==> src/blpg_pkg.sv <==
// Shared types and constants for the Bresenham line pixel generator.
// No dependencies; every other file in src refers to this package by scoped names.
package blpg_pkg;

  localparam int COORD_BITS = 10;
  localparam int COLOR_BITS = 16;
  localparam int DEC_BITS   = COORD_BITS + 3;
  localparam int CMD_DEPTH  = 4;

  typedef enum logic {
    KIND_LOAD = 1'b0,
    KIND_TICK = 1'b1
  } kind_t;

  typedef struct packed {
    kind_t                 kind;
    logic [COORD_BITS-1:0] start_x;
    logic [COORD_BITS-1:0] start_y;
    logic [COORD_BITS-1:0] end_x;
    logic [COORD_BITS-1:0] end_y;
    logic [COLOR_BITS-1:0] color;
  } item_t;

  typedef struct packed {
    logic [COORD_BITS-1:0] pixel_x;
    logic [COORD_BITS-1:0] pixel_y;
    logic [COLOR_BITS-1:0] pixel_color;
    logic                  last_pixel;
  } pixel_t;

  typedef struct packed {
    kind_t                 kind;
    logic [COORD_BITS-1:0] start_x;
    logic [COORD_BITS-1:0] start_y;
    logic [COORD_BITS-1:0] abs_dx;
    logic [COORD_BITS-1:0] abs_dy;
    logic                  x_neg;
    logic                  y_neg;
    logic                  x_major;
    logic [COLOR_BITS-1:0] color;
  } cmd_t;

endpackage

==> src/blpg_front.sv <==
// Front end: classifies an incoming word and prepares line setup (signs, deltas, major axis).
// Depends on blpg_pkg.
module blpg_front (
  input  blpg_pkg::item_t item,
  output blpg_pkg::cmd_t  cmd
);

  localparam int CB = blpg_pkg::COORD_BITS;

  logic [CB:0]   dx;
  logic [CB:0]   dy;
  logic [CB:0]   dx_mag;
  logic [CB:0]   dy_mag;
  logic [CB-1:0] abs_dx;
  logic [CB-1:0] abs_dy;

  always_comb begin
    dx     = {1'b0, item.end_x} - {1'b0, item.start_x};
    dy     = {1'b0, item.end_y} - {1'b0, item.start_y};
    dx_mag = dx[CB] ? (~dx + 1'b1) : dx;
    dy_mag = dy[CB] ? (~dy + 1'b1) : dy;
    abs_dx = dx_mag[CB-1:0];
    abs_dy = dy_mag[CB-1:0];

    cmd.kind    = item.kind;
    cmd.start_x = item.start_x;
    cmd.start_y = item.start_y;
    cmd.abs_dx  = abs_dx;
    cmd.abs_dy  = abs_dy;
    cmd.x_neg   = dx[CB];
    cmd.y_neg   = dy[CB];
    cmd.x_major = abs_dx > abs_dy;
    cmd.color   = item.color;
  end

endmodule

==> src/blpg_cmd_fifo.sv <==
// Short command queue between the front end and the line walker.
// Depends on blpg_pkg.
module blpg_cmd_fifo #(
  parameter int DEPTH = blpg_pkg::CMD_DEPTH
) (
  input  logic           clk,
  input  logic           rst,
  input  logic           push,
  input  blpg_pkg::cmd_t wdata,
  output logic           full,
  input  logic           pop,
  output blpg_pkg::cmd_t rdata,
  output logic           empty
);

  localparam int AW = (DEPTH > 1) ? $clog2(DEPTH) : 1;
  localparam int CW = $clog2(DEPTH + 1);

  blpg_pkg::cmd_t mem [DEPTH];
  logic [AW-1:0]  wr_ptr;
  logic [AW-1:0]  rd_ptr;
  logic [CW-1:0]  count;

  assign full  = (count == CW'(DEPTH));
  assign empty = (count == '0);
  assign rdata = mem[rd_ptr];

  always_ff @(posedge clk) begin
    if (push) begin
      mem[wr_ptr] <= wdata;
    end
  end

  always_ff @(posedge clk) begin
    if (rst) begin
      wr_ptr <= '0;
      rd_ptr <= '0;
      count  <= '0;
    end else begin
      if (push) begin
        wr_ptr <= (wr_ptr == AW'(DEPTH - 1)) ? '0 : wr_ptr + 1'b1;
      end
      if (pop) begin
        rd_ptr <= (rd_ptr == AW'(DEPTH - 1)) ? '0 : rd_ptr + 1'b1;
      end
      case ({push, pop})
        2'b10:   count <= count + 1'b1;
        2'b01:   count <= count - 1'b1;
        default: count <= count;
      endcase
    end
  end

  a_no_overflow: assert property (@(posedge clk) disable iff (rst) !(push && full && !pop))
    else $error("command queue overflow");
  a_no_underflow: assert property (@(posedge clk) disable iff (rst) !(pop && empty))
    else $error("command queue underflow");

endmodule

==> src/blpg_back.sv <==
// Back end: holds the active line, walks it one pixel per tick word, and buffers the result.
// Depends on blpg_pkg.
module blpg_back (
  input  logic            clk,
  input  logic            rst,
  input  blpg_pkg::cmd_t  cmd,
  input  logic            cmd_empty,
  output logic            cmd_pop,
  output blpg_pkg::pixel_t pixel,
  output logic            empty,
  input  logic            pop
);

  localparam int CB = blpg_pkg::COORD_BITS;
  localparam int DB = blpg_pkg::DEC_BITS;

  logic                           active;
  logic [CB-1:0]                  cur_x;
  logic [CB-1:0]                  cur_y;
  logic                           step_x_neg;
  logic                           step_y_neg;
  logic                           x_major;
  logic [CB:0]                    twice_dx;
  logic [CB:0]                    twice_dy;
  logic [DB-1:0]                  decision;
  logic [CB-1:0]                  remaining;
  logic [blpg_pkg::COLOR_BITS-1:0] line_color;
  logic                           out_valid;

  logic          is_load;
  logic          out_free;
  logic          emit;
  logic          last;
  logic          minor_step;
  logic [CB-1:0] x_stepped;
  logic [CB-1:0] y_stepped;
  logic [DB-1:0] decision_next;
  logic [DB-1:0] load_decision;

  always_comb begin
    is_load    = (cmd.kind == blpg_pkg::KIND_LOAD);
    out_free   = !out_valid || pop;
    cmd_pop    = !cmd_empty && (is_load || !active || out_free);
    emit       = !cmd_empty && !is_load && active && out_free;
    last       = (remaining == '0);
    minor_step = !decision[DB-1];
    x_stepped  = step_x_neg ? cur_x - 1'b1 : cur_x + 1'b1;
    y_stepped  = step_y_neg ? cur_y - 1'b1 : cur_y + 1'b1;
    if (x_major) begin
      decision_next = decision + {2'b00, twice_dy}
                    - (minor_step ? {2'b00, twice_dx} : '0);
    end else begin
      decision_next = decision + {2'b00, twice_dx}
                    - (minor_step ? {2'b00, twice_dy} : '0);
    end
    if (cmd.x_major) begin
      load_decision = {2'b00, cmd.abs_dy, 1'b0} - {3'b000, cmd.abs_dx};
    end else begin
      load_decision = {2'b00, cmd.abs_dx, 1'b0} - {3'b000, cmd.abs_dy};
    end
  end

  assign empty = !out_valid;

  always_ff @(posedge clk) begin
    if (rst) begin
      active    <= 1'b0;
      out_valid <= 1'b0;
    end else begin
      if (pop && out_valid) begin
        out_valid <= 1'b0;
      end
      if (emit) begin
        out_valid <= 1'b1;
      end
      if (cmd_pop && is_load) begin
        active <= 1'b1;
      end else if (emit && last) begin
        active <= 1'b0;
      end
    end
  end

  always_ff @(posedge clk) begin
    if (cmd_pop && is_load) begin
      cur_x      <= cmd.start_x;
      cur_y      <= cmd.start_y;
      step_x_neg <= cmd.x_neg;
      step_y_neg <= cmd.y_neg;
      x_major    <= cmd.x_major;
      twice_dx   <= {cmd.abs_dx, 1'b0};
      twice_dy   <= {cmd.abs_dy, 1'b0};
      decision   <= load_decision;
      remaining  <= cmd.x_major ? cmd.abs_dx : cmd.abs_dy;
      line_color <= cmd.color;
    end else if (emit && !last) begin
      decision  <= decision_next;
      remaining <= remaining - 1'b1;
      if (x_major) begin
        cur_x <= x_stepped;
        if (minor_step) begin
          cur_y <= y_stepped;
        end
      end else begin
        cur_y <= y_stepped;
        if (minor_step) begin
          cur_x <= x_stepped;
        end
      end
    end
    if (emit) begin
      pixel.pixel_x     <= cur_x;
      pixel.pixel_y     <= cur_y;
      pixel.pixel_color <= line_color;
      pixel.last_pixel  <= last;
    end
  end

  a_load_activates: assert property (@(posedge clk) disable iff (rst)
    (cmd_pop && is_load) |=> (active && cur_x == $past(cmd.start_x)))
    else $error("load did not start a line");
  a_last_ends_line: assert property (@(posedge clk) disable iff (rst)
    (emit && last) |=> !active)
    else $error("line still active after its last pixel");
  a_emit_keeps_point: assert property (@(posedge clk) disable iff (rst)
    emit |=> (out_valid && pixel.pixel_x == $past(cur_x) && pixel.pixel_y == $past(cur_y)))
    else $error("emitted pixel does not match walker point");
  a_no_result_overwrite: assert property (@(posedge clk) disable iff (rst)
    !(emit && out_valid && !pop))
    else $error("result slot overwritten");

endmodule

==> src/bresenham_line_pixel_generator.sv <==
// Bresenham line pixel generator: load words set up a line, tick words emit one pixel each.
// Accepts one word per cycle unless full; a tick is queued, then its pixel is registered.
// Throughput is one word per cycle while the result slot is popped, set by the walker step.
// The command queue decouples intake from the walker, so intake stalls only when it fills.
// Reset is synchronous: queue and result slot empty, no line active.
// Depends on blpg_pkg, blpg_front, blpg_cmd_fifo and blpg_back.
module bresenham_line_pixel_generator #(
  parameter int CMD_DEPTH = blpg_pkg::CMD_DEPTH
) (
  input  logic             clk,
  input  logic             rst,
  input  logic             push,
  input  blpg_pkg::item_t  item,
  output logic             full,
  input  logic             pop,
  output blpg_pkg::pixel_t pixel,
  output logic             empty
);

  blpg_pkg::cmd_t front_cmd;
  blpg_pkg::cmd_t head_cmd;
  logic           cmd_empty;
  logic           cmd_pop;
  logic           cmd_push;

  assign cmd_push = push && !full;

  blpg_front u_front (
    .item (item),
    .cmd  (front_cmd)
  );

  blpg_cmd_fifo #(
    .DEPTH (CMD_DEPTH)
  ) u_cmd_fifo (
    .clk   (clk),
    .rst   (rst),
    .push  (cmd_push),
    .wdata (front_cmd),
    .full  (full),
    .pop   (cmd_pop),
    .rdata (head_cmd),
    .empty (cmd_empty)
  );

  blpg_back u_back (
    .clk       (clk),
    .rst       (rst),
    .cmd       (head_cmd),
    .cmd_empty (cmd_empty),
    .cmd_pop   (cmd_pop),
    .pixel     (pixel),
    .empty     (empty),
    .pop       (pop)
  );

endmodule
==> config.mk <==
export PLATFORM = sky130hd
export DESIGN_NAME = bresenham_line_pixel_generator
export DESIGN_NICKNAME = d
export VERILOG_FILES = /design/src/blpg_pkg.sv /design/src/blpg_front.sv /design/src/blpg_cmd_fifo.sv /design/src/blpg_back.sv /design/src/bresenham_line_pixel_generator.sv
export SDC_FILE = /design/constraint.sdc
export NUM_CORES = 1
export LEC_CHECK = 0
export ABC_AREA = 0
export BUFFER_PORTS_ARGS = -buffer_cell sky130_fd_sc_hd__buf_2
export CAP_MARGIN = 20
export CORE_MARGIN = 1.5
export CORE_UTILIZATION = 25
export CTS_BUF_LIST = sky130_fd_sc_hd__clkbuf_8
export DETAILED_ROUTE_END_ITERATION = 8
export PLACE_DENSITY_LB_ADDON = 0.1
export SYNTH_ARGS = -nofsm -noshare
export SYNTH_HDL_FRONTEND = slang
export SYNTH_SLANG_ARGS = --single-unit
==> constraint.sdc <==
create_clock -name clk -period 12.26 [get_ports clk]
set_input_delay 0 -clock clk [delete_from_list [all_inputs] [get_ports clk]]
set_output_delay 0 -clock clk [all_outputs]
set_load 0.01 [all_outputs]
==> summary.md, run 1 <==
| Metric | Value |
|---|---|
| Startpoint types | primary input |
| Count of fill cells added during filler insertion | 7357 |
| Gr usage total | 12.4% |
| Non-Filler Instances | about 2500 |
| Largest voltage drop on the vdd net | ~110 µV |
| Unrepaired setup endpoints after global routing | false |
| Path class of the lowest-slack min-delay path | in -> reg |
| Post-Route WL | 45800 µm |
| Setup violators final | 0 |
| Most frequent cells after synthesis | sky130_fd_sc_hd__edfxtp_1 (358), sky130_fd_sc_hd__inv_1 (144), sky130_fd_sc_hd__nor2_1 (101), sky130_fd_sc_hd__ha_1 (93), sky130_fd_sc_hd__a21oi_1 (66) |
| Total Power Consumption | 6.35 mW |
| Clock Latency Late Sink | 0.66 ns |
| Share of the synthesized area in the top cell type | 58.7% |
| Remaining number of nets flagged by the antenna check after routing | 0 |
| DIE WIDTH | 274 µm |
| Dpl hpwl | 31000 µm |
| Buffer levels on the longest clock path | 3 |
| Max Transition Viols Final | 0 |
| Clock input transition at the sequential cells of the worst setup and hold paths | 0.05 ns |
| Final worst path period need | 4.11 ns |
| Share of synthesized area occupied by flip-flops and latches | 59.9% |
| PortBufs | 99 |
| Clock buffers created by TritonCTS | 70 |
| Mean instance size in the synthesized netlist | ~14 µm² |
| Period Utilization, post-route | 33.5% |
| Initial core utilization | about a quarter |
| Post-Route Hold Slack | 0.0900 ns |
| Number of cells produced by synthesis | 1297 |
| Cells taking the most area after synthesis | sky130_fd_sc_hd__edfxtp_1 (59%), sky130_fd_sc_hd__mux4_2 (7.4%), sky130_fd_sc_hd__ha_1 (6.3%), sky130_fd_sc_hd__fa_1 (3.2%), sky130_fd_sc_hd__inv_1 (2.9%) |
| Avg Vias per Cell | 4.32 |
| Via count of the routed design | 10811 |
| Die ar. | between 70000 and 80000 µm² |
| Summed negative setup slack over all endpoints | 0 ns |
| Number of flops mapped to enable cells by yosys | 358 |
| Worst EP required | 12.61 ns |
| Power density over the cells | 293 nW/µm² |
| Routability congestion estimate | 0.755 |
| Ports placed on the boundary | 100 |
| Drt first-iter violations | between 400 and 500 |
| # nets final | 1674 |
| Ratio of cells with drive above 1 in the final layout | 18.2% |
| Outcome | complete, no violations |
| Final number of hold-violating endpoints | 0 |
| Worst hold start | item[25] |
| Cell at the root of the clock tree | sky130_fd_sc_hd__clkbuf_8 |
| Sum of overflow across all layers after global routing | 0 |
| Count of TritonRoute iterations in the first routing pass | 7 |
| Worst path slowest cell | sky130_fd_sc_hd__dlygate4sd3_1 |
| First element of the critical path | item[46] |
| Critical Path AT | 4.46 ns |
| Count of state elements after synthesis | 369 |
| Most used standard cell by instance count after synthesis | sky130_fd_sc_hd__edfxtp_1 |
| Share of synthesized registers carrying an async set or reset | 0% |
| Initial antenna violation count | 3 |
| Core outline area | 72700 µm² |
| Seq. cell area | 11000 µm² |
| Number of unique standard cell types used by synthesis | between 60 and 70 |
| Worst slew margin relative to its limit | 33.6% |
| Critical path capture point type | register |
| Placed Cells incl. Taps | 2336 |
| Vias in the first global route | 11379 |
| Number of buffers inserted for hold repair after clock tree synthesis | between 40 and 50 |
| Clock tree from TritonCTS | built |
| Maximum number of pins on one net before global-route repair | 70 |
| H-tree Lvls | 3 |
| Static leakage | around 8 nW |
| Clock sink total | 369 |
| Area of the multi-input gates | 6680 µm² |
| Transition time at the pin with the least slew margin | 0.995 ns |
| Area Growth Syn to Fin | 18.4% |
| # Post-CTS Setup Buffers | 0 |
| Syn_nets | between 1000 and 1500 |
| Top flip-flop cell by instance count after synthesis | sky130_fd_sc_hd__edfxtp_1 |
| Worst Clk Skew | 0.0413 ns |
| First-pass GRT wire length | 69300 µm |
| Worst reg-to-reg setup slack | 8.53 ns |
| Max-cap violation count | 0 |
| Area of the mapped netlist | 18300 µm² |
| Cells traversed along the worst timing path | dlygate4sd3_1, buf_2, ha_1, fa_1, nand2b_1, a21oi_1, o31ai_1, a22oi_1, a31o_2, inv_2, and2_1, xnor2_1, ha_1, a21o_1, a21o_1, a21oi_1, nor2_1, a2111oi_0, a31oi_1 |
| Row count | 99 |
| Achievable frequency | 0.243 GHz |
| Critical-path maximum fanout | 10 |
| Count of instances resized after the clock tree is built | 0 |
| Dominant cell type by area after synthesis | sky130_fd_sc_hd__edfxtp_1 |
| Max stage delay on crit path | 0.53 ns |
| Final routed wire length divided by cell count | 18.3 µm |
| Height of the die | between 200 and 300 µm |
| Ys Warns | 0 |
| DRC viols | 0 |
| Critical path start-end classification | in -> reg |
## cell type report
| type | instances | share of cell area, % |
|---|---|---|
| diodes | 1 | 0.0115 |
| clock buffers | 73 | 4.63 |
| clock inverters | 51 | 1.28 |
| inverters | 148 | 2.56 |
| multi-input cells | 748 | 30.8 |
| flip-flops and latches | 369 | 50.6 |
| well taps | 959 | 5.53 |
| repair buffers | 154 | 4.67 |
## layout by cell type (no fill, tap or decap), types with 14 or more instances in the layout
| cell type | instances |
|---|---|
| sky130_fd_sc_hd__edfxtp_1 | 358 |
| sky130_fd_sc_hd__nor2b_1 | 16 |
| sky130_fd_sc_hd__xnor2_1 | 47 |
| sky130_fd_sc_hd__clkinv_1 | 18 |
| sky130_fd_sc_hd__nor3_1 | 24 |
| sky130_fd_sc_hd__nand2_1 | 42 |
| sky130_fd_sc_hd__o21ai_0 | 38 |
| sky130_fd_sc_hd__nor2_1 | 100 |
| sky130_fd_sc_hd__a21o_1 | 19 |
| sky130_fd_sc_hd__o21a_1 | 14 |
| sky130_fd_sc_hd__mux2i_1 | 15 |
| sky130_fd_sc_hd__mux4_2 | 60 |
| sky130_fd_sc_hd__xor2_1 | 46 |
| sky130_fd_sc_hd__ha_1 | 93 |
| sky130_fd_sc_hd__fa_1 | 29 |
| sky130_fd_sc_hd__inv_1 | 167 |
| sky130_fd_sc_hd__a21oi_1 | 66 |
| sky130_fd_sc_hd__clkbuf_8 | 73 |
| sky130_fd_sc_hd__dlygate4sd3_1 | 42 |
| sky130_fd_sc_hd__buf_2 | 99 |
## worst max-delay path, delay by kind of cell
family | cells | cell delay [ns]
AOI/OAI and AO/OA | 9 | 1.96
xor gates and xnor gates | 1 | 0.42
adders and majority gates | 3 | 0.95
buffers and inverters | 3 | 0.76
and+or+nand+nor | 3 | 0.39
## metal layers
layer	vias to the layer above	routed length (µm)	global-route usage (%)
met5	-	0	0
met4	0	940	4.30
met3	51	1600	2.16
met2	169	21400	19.9
met1	5403	21800	16.7
li1	5188	-	-
## through the flow
stage	worst slack (ns)	instance area [µm²]	utilization, %
floorplan	8.37	18300	-
global placement	8.17	20000	27.5
detailed placement	8.13	20000	27.5
CTS	8.27	21700	29.9
global route	7.84	21700	29.9
finish	8.15	21700	29.9
## path summary, 6_finish.rpt
check                                        endpoint  cells past startpoint
worst min-delay path            u_cmd_fifo.mem[2][17]                      4
worst max register to register    u_back.decision[10]                     11
worst min register to register       u_back.pixel[12]                      0
worst max-delay path            u_cmd_fifo.mem[1][16]                     19
## power breakdown
group | internal, mW | switching [mW]
Combinational | 1.35 | 1.93
Clock | 0.580 | 0.537
Sequential | 1.83 | 0.127
## sequential cells by signal (all words and copies together) (netlist names), named ones only
signal	cells
u_back.active	1
u_back.cur_x	10
u_back.cur_y	10
u_back.decision	12
u_back.line_color	16
u_back.out_valid	1
u_back.pixel	37
u_back.remaining	10
u_back.step_x_neg	1
u_back.step_y_neg	1
u_back.twice_dx	10
u_back.twice_dy	10
u_back.x_major	1
u_cmd_fifo.count	3
u_cmd_fifo.mem	240
u_cmd_fifo.rd_ptr	2
u_cmd_fifo.wr_ptr	2
## cell families (layout without fill, tap and decap cells)
group / Yosys count / after routing / synth area share, %
flip-flops: 369 / 369 / 59.9
AND/OR/NAND/NOR: 248 / 248 / 6.33
AO/OA/AOI/OAI: 208 / 208 / 7.65
buffers and inverters: 180 / 426 / 3.84
adder cells (fa/ha/maj): 122 / 122 / 9.52
XOR/XNOR: 95 / 95 / 4.62
multiplexers: 75 / 75 / 8.19
other: 0 / 1 / 0
(Power assumes the default switching activity.)
==> inputs of run 2 (changes only) <==
--- a/config.mk
+++ b/config.mk
@@ -5,7 +5,7 @@
 export SDC_FILE = /design/constraint.sdc
 export NUM_CORES = 1
 export LEC_CHECK = 0
-export ABC_AREA = 0
+export ABC_AREA = 1
 export BUFFER_PORTS_ARGS = -buffer_cell sky130_fd_sc_hd__buf_2
 export CAP_MARGIN = 20
 export CORE_MARGIN = 1.5
==> constraint.sdc (replaced) <==
create_clock -name clk -period 3.7 [get_ports clk]
set_input_delay 0 -clock clk [delete_from_list [all_inputs] [get_ports clk]]
set_output_delay 0 -clock clk [all_outputs]
set_load 0.01 [all_outputs]
==> run 2 against run 1 <==
Net effect: via count increased by 31%; first-iteration DRC count up 83%; cell count up 30%; synthesized cell count rose by 50%; utilization increased by 0.10 points; die area increased by 6.6%; worst setup slack got worse by 7.7 ns; critical path type is now reg -> reg; synthesized area up 6.7%; global-route usage rose by 1.9 points; register-to-register slack got worse by 8.1 ns; critical path depth decreased by 6; count of clock-buffer cells in the layout did not move.
==> summary.md, run 2 <==
| Metric | Value |
|---|---|
| Area of the multi-input gates | 7180 µm² |
| Clock sink total | 369 |
| Top flip-flop cell by instance count after synthesis | sky130_fd_sc_hd__edfxtp_1 |
| Critical Path AT | 3.60 ns |
| Initial core utilization | 25.2% |
| Clock buffers created by TritonCTS | 72 |
| Worst reg-to-reg setup slack | 0.46 ns |
| Final worst path period need | 3.24 ns |
| Vias in the first global route | between 10000 and 15000 |
| Routability congestion estimate | 0.843 |
| Remaining number of nets flagged by the antenna check after routing | 0 |
| Clock Latency Late Sink | 0.66 ns |
| Critical path capture point type | register |
| Largest family of logic cells by synthesized area | simple AND/OR/NAND/NOR gates |
| Worst reg2reg path endpoint | u_back.decision[8] |
| Die ar. | 79900 µm² |
| Final routed wire length divided by cell count | approximately 17 µm |
| Fraction of the mapped netlist area in adder cells | 8.92% |
| Count of fill cells added during filler insertion | slightly above 8000 |
| Worst slew margin relative to its limit | 52.7% |
| First element of the critical path | u_back.decision[12] |
| Max stage delay on crit path | 0.53 ns |
| Number of flip-flops in the largest register | 240 |
| Max-cap violation count | 0 |
| Most frequent cells in the layout | sky130_fd_sc_hd__nand2_1 (417), sky130_fd_sc_hd__edfxtp_1 (358), sky130_fd_sc_hd__inv_1 (292) |
| PortBufs | 99 |
| Clock tree from TritonCTS | built |
| Cells taking the most area after synthesis | sky130_fd_sc_hd__edfxtp_1 (55%), sky130_fd_sc_hd__nand2_1 (8.0%), sky130_fd_sc_hd__ha_1 (5.9%), sky130_fd_sc_hd__inv_1 (5.2%), sky130_fd_sc_hd__nor2_1 (3.3%) |
| Most used standard cell by instance count after synthesis | sky130_fd_sc_hd__nand2_1 |
| Gr usage total | 14.3% |
| Period Utilization, post-route | just under 90% |
| Row count | approximately 100 |
| # nets final | 2333 |
| Outcome | complete, no violations |
| Ys Warns | 0 |
| Area Growth Syn to Fin | 18.6% |
| Seq. cell area | 11000 µm² |
| Worst path most repeated cell | sky130_fd_sc_hd__nand2_1 |
| Basic-gate share of the synthesized area counting and, or, nand and nor cells | 15.7% |
| Count of state elements after synthesis | 369 |
| H-tree Lvls | 3 |
| Avg Vias per Cell | about 4.4 |
| Path class of the lowest-slack min-delay path | in -> reg |
| Sum of overflow across all layers after global routing | 0 |
| Registers with the most flip-flops | u_cmd_fifo.mem (240), u_back.pixel (37), u_back.line_color (16) |
| Ratio of cells with drive above 1 in the final layout | 13.5% |
| Maximum number of pins on one net before global-route repair | 61 |
| Number of flops mapped to enable cells by yosys | approximately 360 |
| Drt first-iter violations | ~760 |
| Area of the mapped netlist | 19600 µm² |
| Mean instance size in the synthesized netlist | 10.0 µm² |
| Core outline area | 77500 µm² |
| First-pass GRT wire length | 85700 µm |
| Critical path start-end classification | reg -> reg |
| Count of TritonRoute iterations in the first routing pass | 7 |
| Transition time at the pin with the least slew margin | 0.709 ns |
| Synthesized-area fraction occupied by ao, oa, aoi and oai cells | ~10% |
| Cell at the root of the clock tree | sky130_fd_sc_hd__clkbuf_8 |
| Dominant cell type by area after synthesis | sky130_fd_sc_hd__edfxtp_1 |
| Share of the synthesized area in the top cell type | between 50% and 60% |
| Startpoint types | register |
| Number of cells produced by synthesis | 1947 |
| Ports placed on the boundary | 100 |
| Buffer levels on the longest clock path | 3 |
| Launching point of the worst reg2reg path | u_back.decision[12] |
| Critical-path maximum fanout | 16 |
| Share of synthesized area occupied by flip-flops and latches | 56.1% |
| Length in cells of the worst reg-to-reg path | 13 |
| Height of the die | about 280 µm |
| Final number of hold-violating endpoints | 0 |
| Number of unique standard cell types used by synthesis | 51 |
| Leading cell type in the layout, fill and taps excluded | sky130_fd_sc_hd__nand2_1 |
| Achievable frequency | 0.309 GHz |
| Syn_nets | 2130 |
| Via count of the routed design | 14165 |
| Worst setup margin | ~0.46 ns |
| Register containing the most flip-flops in the final layout | u_cmd_fifo.mem |
| Worst Clk Skew | 0.0434 ns |
| Setup slack after placement | 0.244 ns |
| Clock input transition at the sequential cells of the worst setup and hold paths | 0.06 ns |
| Worst setup path endpoint | u_back.decision[8] |
| Cells traversed along the worst timing path | buf_4, nor2_1, fa_1, inv_1, ha_1, nand2_1, inv_1, a21oi_1, nand2_1, o21ai_0, a21oi_1, o21ai_0, nand2_1 |
| Worst EP required | about 4.1 ns |
| Worst path slowest cell | sky130_fd_sc_hd__edfxtp_1 |
| # Post-CTS Setup Buffers | 0 |
| DIE WIDTH | ~280 µm |
| Share of synthesized registers carrying an async set or reset | 0% |
| Max Transition Viols Final | 0 |
| Post-Route WL | approximately 56000 µm |
| Placed Cells incl. Taps | 3073 |
| XOR/XNOR share of the synthesized area | 1.94% |
| Setup violators final | 0 |
| Unrepaired setup endpoints after global routing | false |
| Fraction of synthesized area in multiplexers | 0% |
| Finished Core Util | 30.0% |
| Initial antenna violation count | 4 |
| Non-Filler Instances | roughly 3200 |
| Dpl hpwl | 39300 µm |
| Most frequent cells after synthesis | sky130_fd_sc_hd__nand2_1 (417), sky130_fd_sc_hd__edfxtp_1 (358), sky130_fd_sc_hd__inv_1 (270), sky130_fd_sc_hd__nor2_1 (173), sky130_fd_sc_hd__o21ai_0 (126) |
| DRC viols | 0 |
## run 2: cell count changes after synthesis, sizes merged, moves of 17 or more
| cell | previous run | this run |
|---|---|---|
| a21o | 19 | 2 |
| a21oi | 68 | 102 |
| buf | 15 | 39 |
| inv | 147 | 286 |
| mux4 | 60 | 0 |
| nand2 | 42 | 436 |
| nand3 | 12 | 82 |
| nand4 | 4 | 23 |
| nor2 | 101 | 174 |
| o21ai | 39 | 145 |
| o22ai | 2 | 38 |
| xnor2 | 47 | 11 |
| xor2 | 48 | 29 |
## run 2: per-layer routing
layer  wire length [µm]  global-route usage, %  vias to the layer above
met5                  0                      0                        -
met4                997                   4.33                        0
met2              25200                   22.4                      246
met1              28000                   20.1                     6832
li1                   -                      -                     7022
met3               2250                   2.35                       65
## run 2: cells by family after synthesis
group / after synthesis
buffers and inverters: 345
AOI/OAI and AO/OA: 335
adders and majority gates: 122
DFF: 369
xor gates and xnor gates: 40
and+or+nand+nor: 736
## run 2: layout make-up
type | instances | share of cell area [%]
inverter | 287 | 4.65
timing repair buffer | 187 | 5.77
tap | 1040 | 5.61
clock buffer | 73 | 4.33
antenna | 1 | 0.0108
multi-input combinational | 1233 | 31.0
sequential | 369 | 47.3
clock inverter | 55 | 1.37
## run 2: critical path, delay by kind of cell, from the launching register on
kind,cells,cell delay [ns]
adder cells (fa/ha/maj),2,0.84
AO/OA/AOI/OAI,4,0.78
flip-flops,1,0.53
buffers and inverters,3,0.39
AND/OR/NAND/NOR,4,0.43
## run 2: repair_timing
item                       in CTS  in global routing
gates resized for setup         0                  1
hold buffers                   43                  0
hold endpoints to repair      167                  0
setup endpoints to repair       0                  4
## run 2: how the worst min path moves through the flow
stage,start,endpoint,slack (ns),depth (start not counted)
2_1_floorplan,item[0],u_cmd_fifo.mem[0][0],0.1,0
3_3_place_gp,item[3],u_cmd_fifo.mem[3][3],0.22,1
3_5_place_dp,item[5],u_cmd_fifo.mem[3][5],0.22,1
4_1_cts,item[9],u_cmd_fifo.mem[3][9],0.03,2
5_1_grt,item[14],u_cmd_fifo.mem[3][14],0.07,2
6_report,item[7],u_cmd_fifo.mem[3][7],0.10,2
## run 2: metrics by stage
step | area, µm² | setup TNS [ns] | hold WS (ns)
after floorplan | 19600 | -13.97 | 0.0989
after global placement | 21400 | 0 | 0.219
after detailed placement | 21400 | 0 | 0.220
after CTS | 23200 | 0 | 0.0299
after global routing | 23200 | 0 | 0.0692
final | 23200 | 0 | 0.101
Power of run 2 is left out: the tool's default activity adds up to more than one toggle a clock period on the data nets, which glitch-free logic cannot reach.
